## src/rtl/core/scfd_pkg.sv

```systemverilog
`timescale 1ns / 1ps

package scfd_pkg;

  localparam int DATA_W    = 8;
  localparam int REC_BYTES = 6;
  localparam int REC_W     = REC_BYTES * DATA_W;
  localparam int CFG_IDX_W = 2;

  localparam logic [CFG_IDX_W-1:0] CFG_HEADER_FIRST  = 2'd0;
  localparam logic [CFG_IDX_W-1:0] CFG_HEADER_SECOND = 2'd1;

  localparam logic [DATA_W-1:0] HEADER_RESET = 8'hFF;

  typedef struct packed {
    logic [7:0] data_byte;
    logic       end_of_transfer;
  } in_beat_t;

  typedef struct packed {
    logic [7:0]         servo_id;
    logic signed [15:0] target_position;
    logic [15:0]        move_speed;
    logic [7:0]         move_accel;
    logic               last_record;
  } out_beat_t;

  typedef enum logic [1:0] {
    ST_RECV,
    ST_FETCH,
    ST_SHOW
  } state_t;

  typedef struct packed {
    logic beat;
    logic rd_en;
    logic rd_clr;
    logic rd_inc;
  } cmd_t;

  typedef struct packed {
    logic frame_ok;
    logic last_rec;
  } status_t;

endpackage

```

## src/rtl/core/scfd_ram.sv

```systemverilog
`timescale 1ns / 1ps

module scfd_ram #(
  parameter int WIDTH = 48,
  parameter int DEPTH = 12,
  parameter int ADDR_W = (DEPTH > 1) ? $clog2(DEPTH) : 1
) (
  input  logic              clk,
  input  logic              we,
  input  logic [ADDR_W-1:0] waddr,
  input  logic [WIDTH-1:0]  wdata,
  input  logic              re,
  input  logic [ADDR_W-1:0] raddr,
  output logic [WIDTH-1:0]  rdata
);

  logic [WIDTH-1:0] mem [DEPTH];
  logic [WIDTH-1:0] rdata_r;

  always_ff @(posedge clk) begin
    if (we) begin
      mem[waddr] <= wdata;
    end
    if (re) begin
      rdata_r <= mem[raddr];
    end
  end

  assign rdata = rdata_r;

endmodule

```

## src/rtl/core/scfd_ctrl.sv

```systemverilog
`timescale 1ns / 1ps

module scfd_ctrl (
  input  logic            clk,
  input  logic            rst_n,
  input  logic            in_valid,
  output logic            in_ready,
  output logic            out_valid,
  input  logic            out_ready,
  input  scfd_pkg::status_t st,
  output scfd_pkg::cmd_t  cmd
);

  import scfd_pkg::*;

  state_t state_r;
  state_t state_nxt;
  logic   beat;

  assign beat = in_valid && in_ready;

  always_ff @(posedge clk) begin
    if (!rst_n) begin
      state_r <= ST_RECV;
    end else begin
      state_r <= state_nxt;
    end
  end

  always_comb begin
    state_nxt = state_r;
    unique case (state_r)
      ST_RECV: begin
        if (beat && st.frame_ok) begin
          state_nxt = ST_FETCH;
        end
      end
      ST_FETCH: begin
        state_nxt = ST_SHOW;
      end
      ST_SHOW: begin
        if (out_ready) begin
          state_nxt = st.last_rec ? ST_RECV : ST_FETCH;
        end
      end
      default: state_nxt = ST_RECV;
    endcase
  end

  always_comb begin
    in_ready   = 1'b0;
    out_valid  = 1'b0;
    cmd        = '0;
    cmd.beat   = beat;
    unique case (state_r)
      ST_RECV: begin
        in_ready   = 1'b1;
        cmd.rd_clr = 1'b1;
      end
      ST_FETCH: begin
        cmd.rd_en = 1'b1;
      end
      ST_SHOW: begin
        out_valid  = 1'b1;
        cmd.rd_inc = out_ready && !st.last_rec;
      end
      default: begin
        in_ready = 1'b0;
      end
    endcase
  end

endmodule

```

## src/rtl/core/scfd_dp.sv

```systemverilog
`timescale 1ns / 1ps

module scfd_dp #(
  parameter int SERVOS = 12
) (
  input  logic                             clk,
  input  logic                             rst_n,
  input  logic                             cfg_we,
  input  logic [scfd_pkg::CFG_IDX_W-1:0]   cfg_index,
  input  logic [scfd_pkg::DATA_W-1:0]      cfg_wdata,
  input  scfd_pkg::in_beat_t               in_data,
  output scfd_pkg::out_beat_t              out_data,
  input  scfd_pkg::cmd_t                   cmd,
  output scfd_pkg::status_t                st
);

  import scfd_pkg::*;

  localparam int StoreLen = REC_BYTES * SERVOS;
  localparam int FrameLen = StoreLen + 3;
  localparam int CntW     = $clog2(FrameLen + 1);
  localparam int RecW     = (SERVOS > 1) ? $clog2(SERVOS) : 1;
  localparam int AsmW     = REC_W - DATA_W;

  logic [DATA_W-1:0] hdr_first_r;
  logic [DATA_W-1:0] hdr_second_r;
  logic [CntW-1:0]   cnt_r;
  logic [CntW-1:0]   cnt_nxt;
  logic [DATA_W-1:0] sum_r;
  logic [DATA_W-1:0] sum_nxt;
  logic              hdr_good_r;
  logic              hdr_good_nxt;
  logic [2:0]        slot_r;
  logic [2:0]        slot_nxt;
  logic [RecW-1:0]   wr_rec_r;
  logic [RecW-1:0]   wr_rec_nxt;
  logic [RecW-1:0]   rd_rec_r;
  logic [RecW-1:0]   rd_rec_nxt;
  logic [AsmW-1:0]   asm_r;
  logic [AsmW-1:0]   asm_nxt;
  logic [DATA_W-1:0] b;
  logic              in_store;
  logic              wr_en;
  logic [REC_W-1:0]  rd_word;

  assign b        = in_data.data_byte;
  assign in_store = (cnt_r >= CntW'(2)) && (cnt_r < CntW'(StoreLen + 2));
  assign wr_en    = cmd.beat && !in_data.end_of_transfer && in_store
                    && (slot_r == 3'(REC_BYTES - 1));

  always_ff @(posedge clk) begin
    if (!rst_n) begin
      hdr_first_r  <= HEADER_RESET;
      hdr_second_r <= HEADER_RESET;
    end else if (cfg_we) begin
      unique case (cfg_index)
        CFG_HEADER_FIRST:  hdr_first_r  <= cfg_wdata;
        CFG_HEADER_SECOND: hdr_second_r <= cfg_wdata;
        default: ;
      endcase
    end
  end

  always_comb begin
    cnt_nxt      = cnt_r;
    sum_nxt      = sum_r;
    hdr_good_nxt = hdr_good_r;
    slot_nxt     = slot_r;
    wr_rec_nxt   = wr_rec_r;
    asm_nxt      = asm_r;
    if (cmd.beat) begin
      if (in_data.end_of_transfer) begin
        cnt_nxt      = '0;
        sum_nxt      = '0;
        hdr_good_nxt = 1'b1;
        slot_nxt     = '0;
        wr_rec_nxt   = '0;
      end else begin
        if (cnt_r == CntW'(0) && b != hdr_first_r) begin
          hdr_good_nxt = 1'b0;
        end
        if (cnt_r == CntW'(1) && b != hdr_second_r) begin
          hdr_good_nxt = 1'b0;
        end
        if (in_store) begin
          asm_nxt = {asm_r[AsmW-DATA_W-1:0], b};
          if (slot_r == 3'(REC_BYTES - 1)) begin
            slot_nxt   = '0;
            wr_rec_nxt = wr_rec_r + RecW'(1);
          end else begin
            slot_nxt = slot_r + 3'd1;
          end
        end
        sum_nxt = sum_r + b;
        if (cnt_r < CntW'(FrameLen)) begin
          cnt_nxt = cnt_r + CntW'(1);
        end
      end
    end
  end

  always_comb begin
    rd_rec_nxt = rd_rec_r;
    if (cmd.rd_clr) begin
      rd_rec_nxt = '0;
    end else if (cmd.rd_inc) begin
      rd_rec_nxt = rd_rec_r + RecW'(1);
    end
  end

  always_ff @(posedge clk) begin
    if (!rst_n) begin
      cnt_r      <= '0;
      sum_r      <= '0;
      hdr_good_r <= 1'b1;
      slot_r     <= '0;
      wr_rec_r   <= '0;
      rd_rec_r   <= '0;
    end else begin
      cnt_r      <= cnt_nxt;
      sum_r      <= sum_nxt;
      hdr_good_r <= hdr_good_nxt;
      slot_r     <= slot_nxt;
      wr_rec_r   <= wr_rec_nxt;
      rd_rec_r   <= rd_rec_nxt;
    end
  end

  always_ff @(posedge clk) begin
    asm_r <= asm_nxt;
  end

  scfd_ram #(
    .WIDTH(REC_W),
    .DEPTH(SERVOS),
    .ADDR_W(RecW)
  ) u_store (
    .clk  (clk),
    .we   (wr_en),
    .waddr(wr_rec_r),
    .wdata({asm_r, b}),
    .re   (cmd.rd_en),
    .raddr(rd_rec_r),
    .rdata(rd_word)
  );

  assign st.frame_ok = in_data.end_of_transfer && (cnt_r == CntW'(FrameLen - 1))
                       && hdr_good_r && (sum_r == b);
  assign st.last_rec = (rd_rec_r == RecW'(SERVOS - 1));

  assign out_data.servo_id        = rd_word[47:40];
  assign out_data.target_position = {rd_word[31:24], rd_word[39:32]};
  assign out_data.move_speed      = {rd_word[15:8], rd_word[23:16]};
  assign out_data.move_accel      = rd_word[7:0];
  assign out_data.last_record     = st.last_rec;

endmodule

```

## src/rtl/core/servo_command_frame_deframer.sv

```systemverilog
`timescale 1ns / 1ps

// Servo command frame deframer. Takes one byte per cycle while receiving; a frame
// of 6*SERVOS+3 bytes passes when its two header bytes match the header
// registers and its last byte equals the 8-bit sum of the bytes before it.
// Record bytes are packed six at a time into a SERVOS-deep record memory as they
// arrive. After a passing frame the block stops taking bytes and plays out
// SERVOS records, each by a memory read and then presentation; readout
// stretches with any output stall. Failing frames give no records, and the
// block keeps taking bytes.
module servo_command_frame_deframer #(
  parameter int SERVOS = 12
) (
  input  logic                           clk,
  input  logic                           rst_n,
  input  logic                           cfg_we,
  input  logic [scfd_pkg::CFG_IDX_W-1:0] cfg_index,
  input  logic [scfd_pkg::DATA_W-1:0]    cfg_wdata,
  input  logic                           in_valid,
  output logic                           in_ready,
  input  scfd_pkg::in_beat_t             in_data,
  output logic                           out_valid,
  input  logic                           out_ready,
  output scfd_pkg::out_beat_t            out_data
);

  import scfd_pkg::*;

  cmd_t    cmd;
  status_t st;

  scfd_ctrl u_ctrl (
    .clk      (clk),
    .rst_n    (rst_n),
    .in_valid (in_valid),
    .in_ready (in_ready),
    .out_valid(out_valid),
    .out_ready(out_ready),
    .st       (st),
    .cmd      (cmd)
  );

  scfd_dp #(
    .SERVOS(SERVOS)
  ) u_dp (
    .clk      (clk),
    .rst_n    (rst_n),
    .cfg_we   (cfg_we),
    .cfg_index(cfg_index),
    .cfg_wdata(cfg_wdata),
    .in_data  (in_data),
    .out_data (out_data),
    .cmd      (cmd),
    .st       (st)
  );

  a_no_overlap: assert property (@(posedge clk) disable iff (!rst_n)
    !(in_ready && out_valid))
    else $error("input taken during readout");

  a_frame_starts_readout: assert property (@(posedge clk) disable iff (!rst_n)
    (in_valid && in_ready && st.frame_ok) |=> (!in_ready && !out_valid))
    else $error("passing frame did not start readout");

  a_last_ends_readout: assert property (@(posedge clk) disable iff (!rst_n)
    (out_valid && out_ready && out_data.last_record) |=> (in_ready && !out_valid))
    else $error("readout did not end after last record");

  a_rec_advance: assert property (@(posedge clk) disable iff (!rst_n)
    (out_valid && out_ready && !out_data.last_record) |=> (!out_valid && !in_ready)
    ##1 out_valid)
    else $error("next record not presented");

endmodule
```

## config.mk

```make
export PLATFORM = sky130hd
export DESIGN_NAME = servo_command_frame_deframer
export DESIGN_NICKNAME = d
export VERILOG_FILES = /design/src/rtl/core/scfd_pkg.sv /design/src/rtl/core/scfd_ram.sv /design/src/rtl/core/scfd_ctrl.sv /design/src/rtl/core/scfd_dp.sv /design/src/rtl/core/servo_command_frame_deframer.sv
export SDC_FILE = /design/constraint.sdc
export NUM_CORES = 1
export LEC_CHECK = 0
export BUFFER_PORTS_ARGS = -buffer_cell sky130_fd_sc_hd__buf_2
export CAP_MARGIN = 40
export CORE_ASPECT_RATIO = 1.5
export CORE_UTILIZATION = 62
export DETAILED_ROUTE_END_ITERATION = 10
export PLACE_DENSITY = 0.79
export SLEW_MARGIN = 20
export SYNTH_ARGS = -nofsm -noshare
export SYNTH_HDL_FRONTEND = slang
export SYNTH_SLANG_ARGS = --single-unit
export TNS_END_PERCENT = 100
```

## constraint.sdc

```tcl
create_clock -name clk -period 7.31 [get_ports clk]
set_clock_uncertainty 0.1 [all_clocks]
set_input_delay 0 -clock clk [delete_from_list [all_inputs] [get_ports clk]]
set_output_delay 0 -clock clk [all_outputs]
set_load 0.05 [all_outputs]
```

==> metrics.txt <==
Synth Instances 1330; Fillers 2375; RSZ-0062 raised after global routing no; status finished, final reports clean; Peak VDD IR 0.234 mV; Max FO, Critical Path 29; Post-Syn Area 0.0270 mm2; TritonCTS clock tree built; Power Density 252 mW/mm2; max cap viols 0; Antenna diodes 0; Hold Crit Class in -> reg; sequential-to-total area share from yosys stat 0.771; Syn Nets 1371; initial DRC count 1422; drt pass-1 iters 5; most frequent cells in the layout edfxtp_1, mux4_2, nand2_1; Unique masters post-synth 57; CTS root buf clkbuf_16; number of flops mapped to enable cells by yosys 664; minimum clock period after layout 3580 ps; I/O pins 75; minimum hold slack 100 ps; pin count of the biggest net entering global routing 116; DIE HEIGHT 258 um; setup bufs post-CTS 0; final hold viol count 0; Critical Path Max Stage Delay 620 ps; pins over their slew limit 0; Most used DFF post-synth edfxtp_1; kind of start point of the critical path flop; Syn Area/Cell 20.3 um2; relative slew slack 0.319; CP Class reg -> reg; Initial Util 0.629; Die ar. 0.0445 mm2; Worst-path clk slew 70 ps; final HPWL from detailed placement 28.8 mm; nets 1516; Final Cycle Share 0.490; Core ar. 0.0429 mm2; floorplan die width 172 um; worst path cell trace nor3b_4 > nand2_4 > or4_4 > nor3b_2 > and2_2 > buf_4; Worst path slowest cell and2_2; Synth-to-Final Area Change 13.5%; Routed WL per cell 28.2 um; gr ovfl total 0; clock buffer depth 3; # port buffers 74; CP delay by family, top simple AND/OR/NAND/NOR gates; CTS H-tree depth 2; initial antenna violation count 0; Critical Path RT 7430 ps; Cell Rows 93; Vias/cell 6.48; Post-route DRC 0; Setup crit end kind flop; leading cell type in the layout, fill and taps excluded edfxtp_1; synthesized flop and latch total 709; final setup vio count 0; arrival time worst endpoint 3700 ps; clk sinks 709; gpl congestion 0.879; vias in the first global route 14100; Worst Tran Pin Value 1020 ps; total power 7730 uW; Setup TNS 0 ps; CTS Buf Count 59; total track usage 0.278; Worst Path Buf+Inv 1; P_leak 0.00952 uW; ys async rst share 0; fmax 279 MHz; clk_lat worst skew 600 ps; WL final 59.1 mm; Synthesis Warnings 0; first-pass GRT wire length 87.8 mm; vias post-DR 13600; ANT nets after route 0; share of layout cells above drive strength 1 0.243
metrics by stage:
stage	utilization	cell area, um2	std cells	worst slack, ps
after floorplan	-	27000	1330	632
after global placement	0.653	28100	1933	3850
after detailed placement	0.656	28200	1937	3730
after CTS	0.711	30500	2088	3730
after global routing	0.714	30700	2094	3590
final	0.714	30700	2094	3730
report_power, final:
part / leakage [uW] / switching (uW) / internal (uW)
registers: 0.00634 / 11.4 / 4390
logic: 0.00221 / 63.3 / 43.2
clock network: 0.000976 / 1390 / 1830
total: 0.00952 / 1470 / 6270
cell type report:
cell class	instances	area [um2]	area share
inverters	11	41.3	0.00135
clock inverters	43	462	0.0151
well taps	570	713	0.0233
flip-flops and latches	709	20900	0.680
clock buffers	67	1510	0.0491
multi-input cells	550	5920	0.193
repair buffers	144	1170	0.0383
tightest hold or removal path, stage by stage:
cell	delay (ps)
dlygate4sd3_1	530
buf_2	110
nand2_1	50
nand3_1	70
state kept, by name, summed over array words and instances (netlist names):
name                count
u_dp.hdr_first_r        8
u_ctrl.state_r          2
u_dp.asm_r             40
u_dp.wr_rec_r           4
u_dp.hdr_second_r       8
u_dp.sum_r              8
u_dp.u_store.mem      576
u_dp.hdr_good_r         1
u_dp.cnt_r              7
u_dp.slot_r             3
u_dp.u_store.rdata     48
u_dp.rd_rec_r           4
synth_stat cells, drive strengths merged, types with 11 or more instances:
master    n  share of area
o21ai    57          0.011
mux4    144           0.12
ha       16         0.0074
nand3    32         0.0059
a21oi    18         0.0033
buf      27         0.0051
nand4    11         0.0025
mux2i    50          0.019
xnor2    25         0.0081
and2     12         0.0028
edfxtp  664           0.74
inv      11         0.0015
nor2     24         0.0034
dfxtp    45          0.033
nand2    95          0.013
clkbuf   33         0.0046
kinds of logic (layout without fill, tap and decap cells):
family,Yosys count,after routing,synth area share
DFF,709,709,0.771
and+or+nand+nor,210,210,0.0390
muxes,194,194,0.139
AOI/OAI and AO/OA,100,100,0.0227
buffers and inverters,71,265,0.0112
xor gates and xnor gates,29,29,0.00940
adders and majority gates,17,17,0.00815
routing by layer:
layer / routed length (um) / vias up / track usage / share of wire
met4: 1890 / 0 / 0.104 / 0.032
met5: 0 / - / 0 / 0
met3: 3700 / 127 / 0.0345 / 0.063
met1: 21600 / 7097 / 0.356 / 0.37
met2: 31800 / 668 / 0.486 / 0.54
li1: - / 5679 / - / -
final timing paths:
path,startpoint,endpoint,slack [ps],cells after the start
min reg2reg,u_dp.hdr_good_r,u_dp.hdr_good_r,380,2
max reg2reg,u_ctrl.state_r[1],u_dp.u_store.mem[7][24],3730,6
max,u_ctrl.state_r[1],u_dp.u_store.mem[7][24],3730,6
min,cfg_wdata[0],u_dp.hdr_second_r[0],100,4
what timing repair did:
item,4_1_cts,5_1_grt
hold buffers,41,0
resized for setup,0,0
endpoints found under the setup margin,0,0
hold endpoints to repair,139,0
No activity file was read; power rests on OpenSTA's default activity.
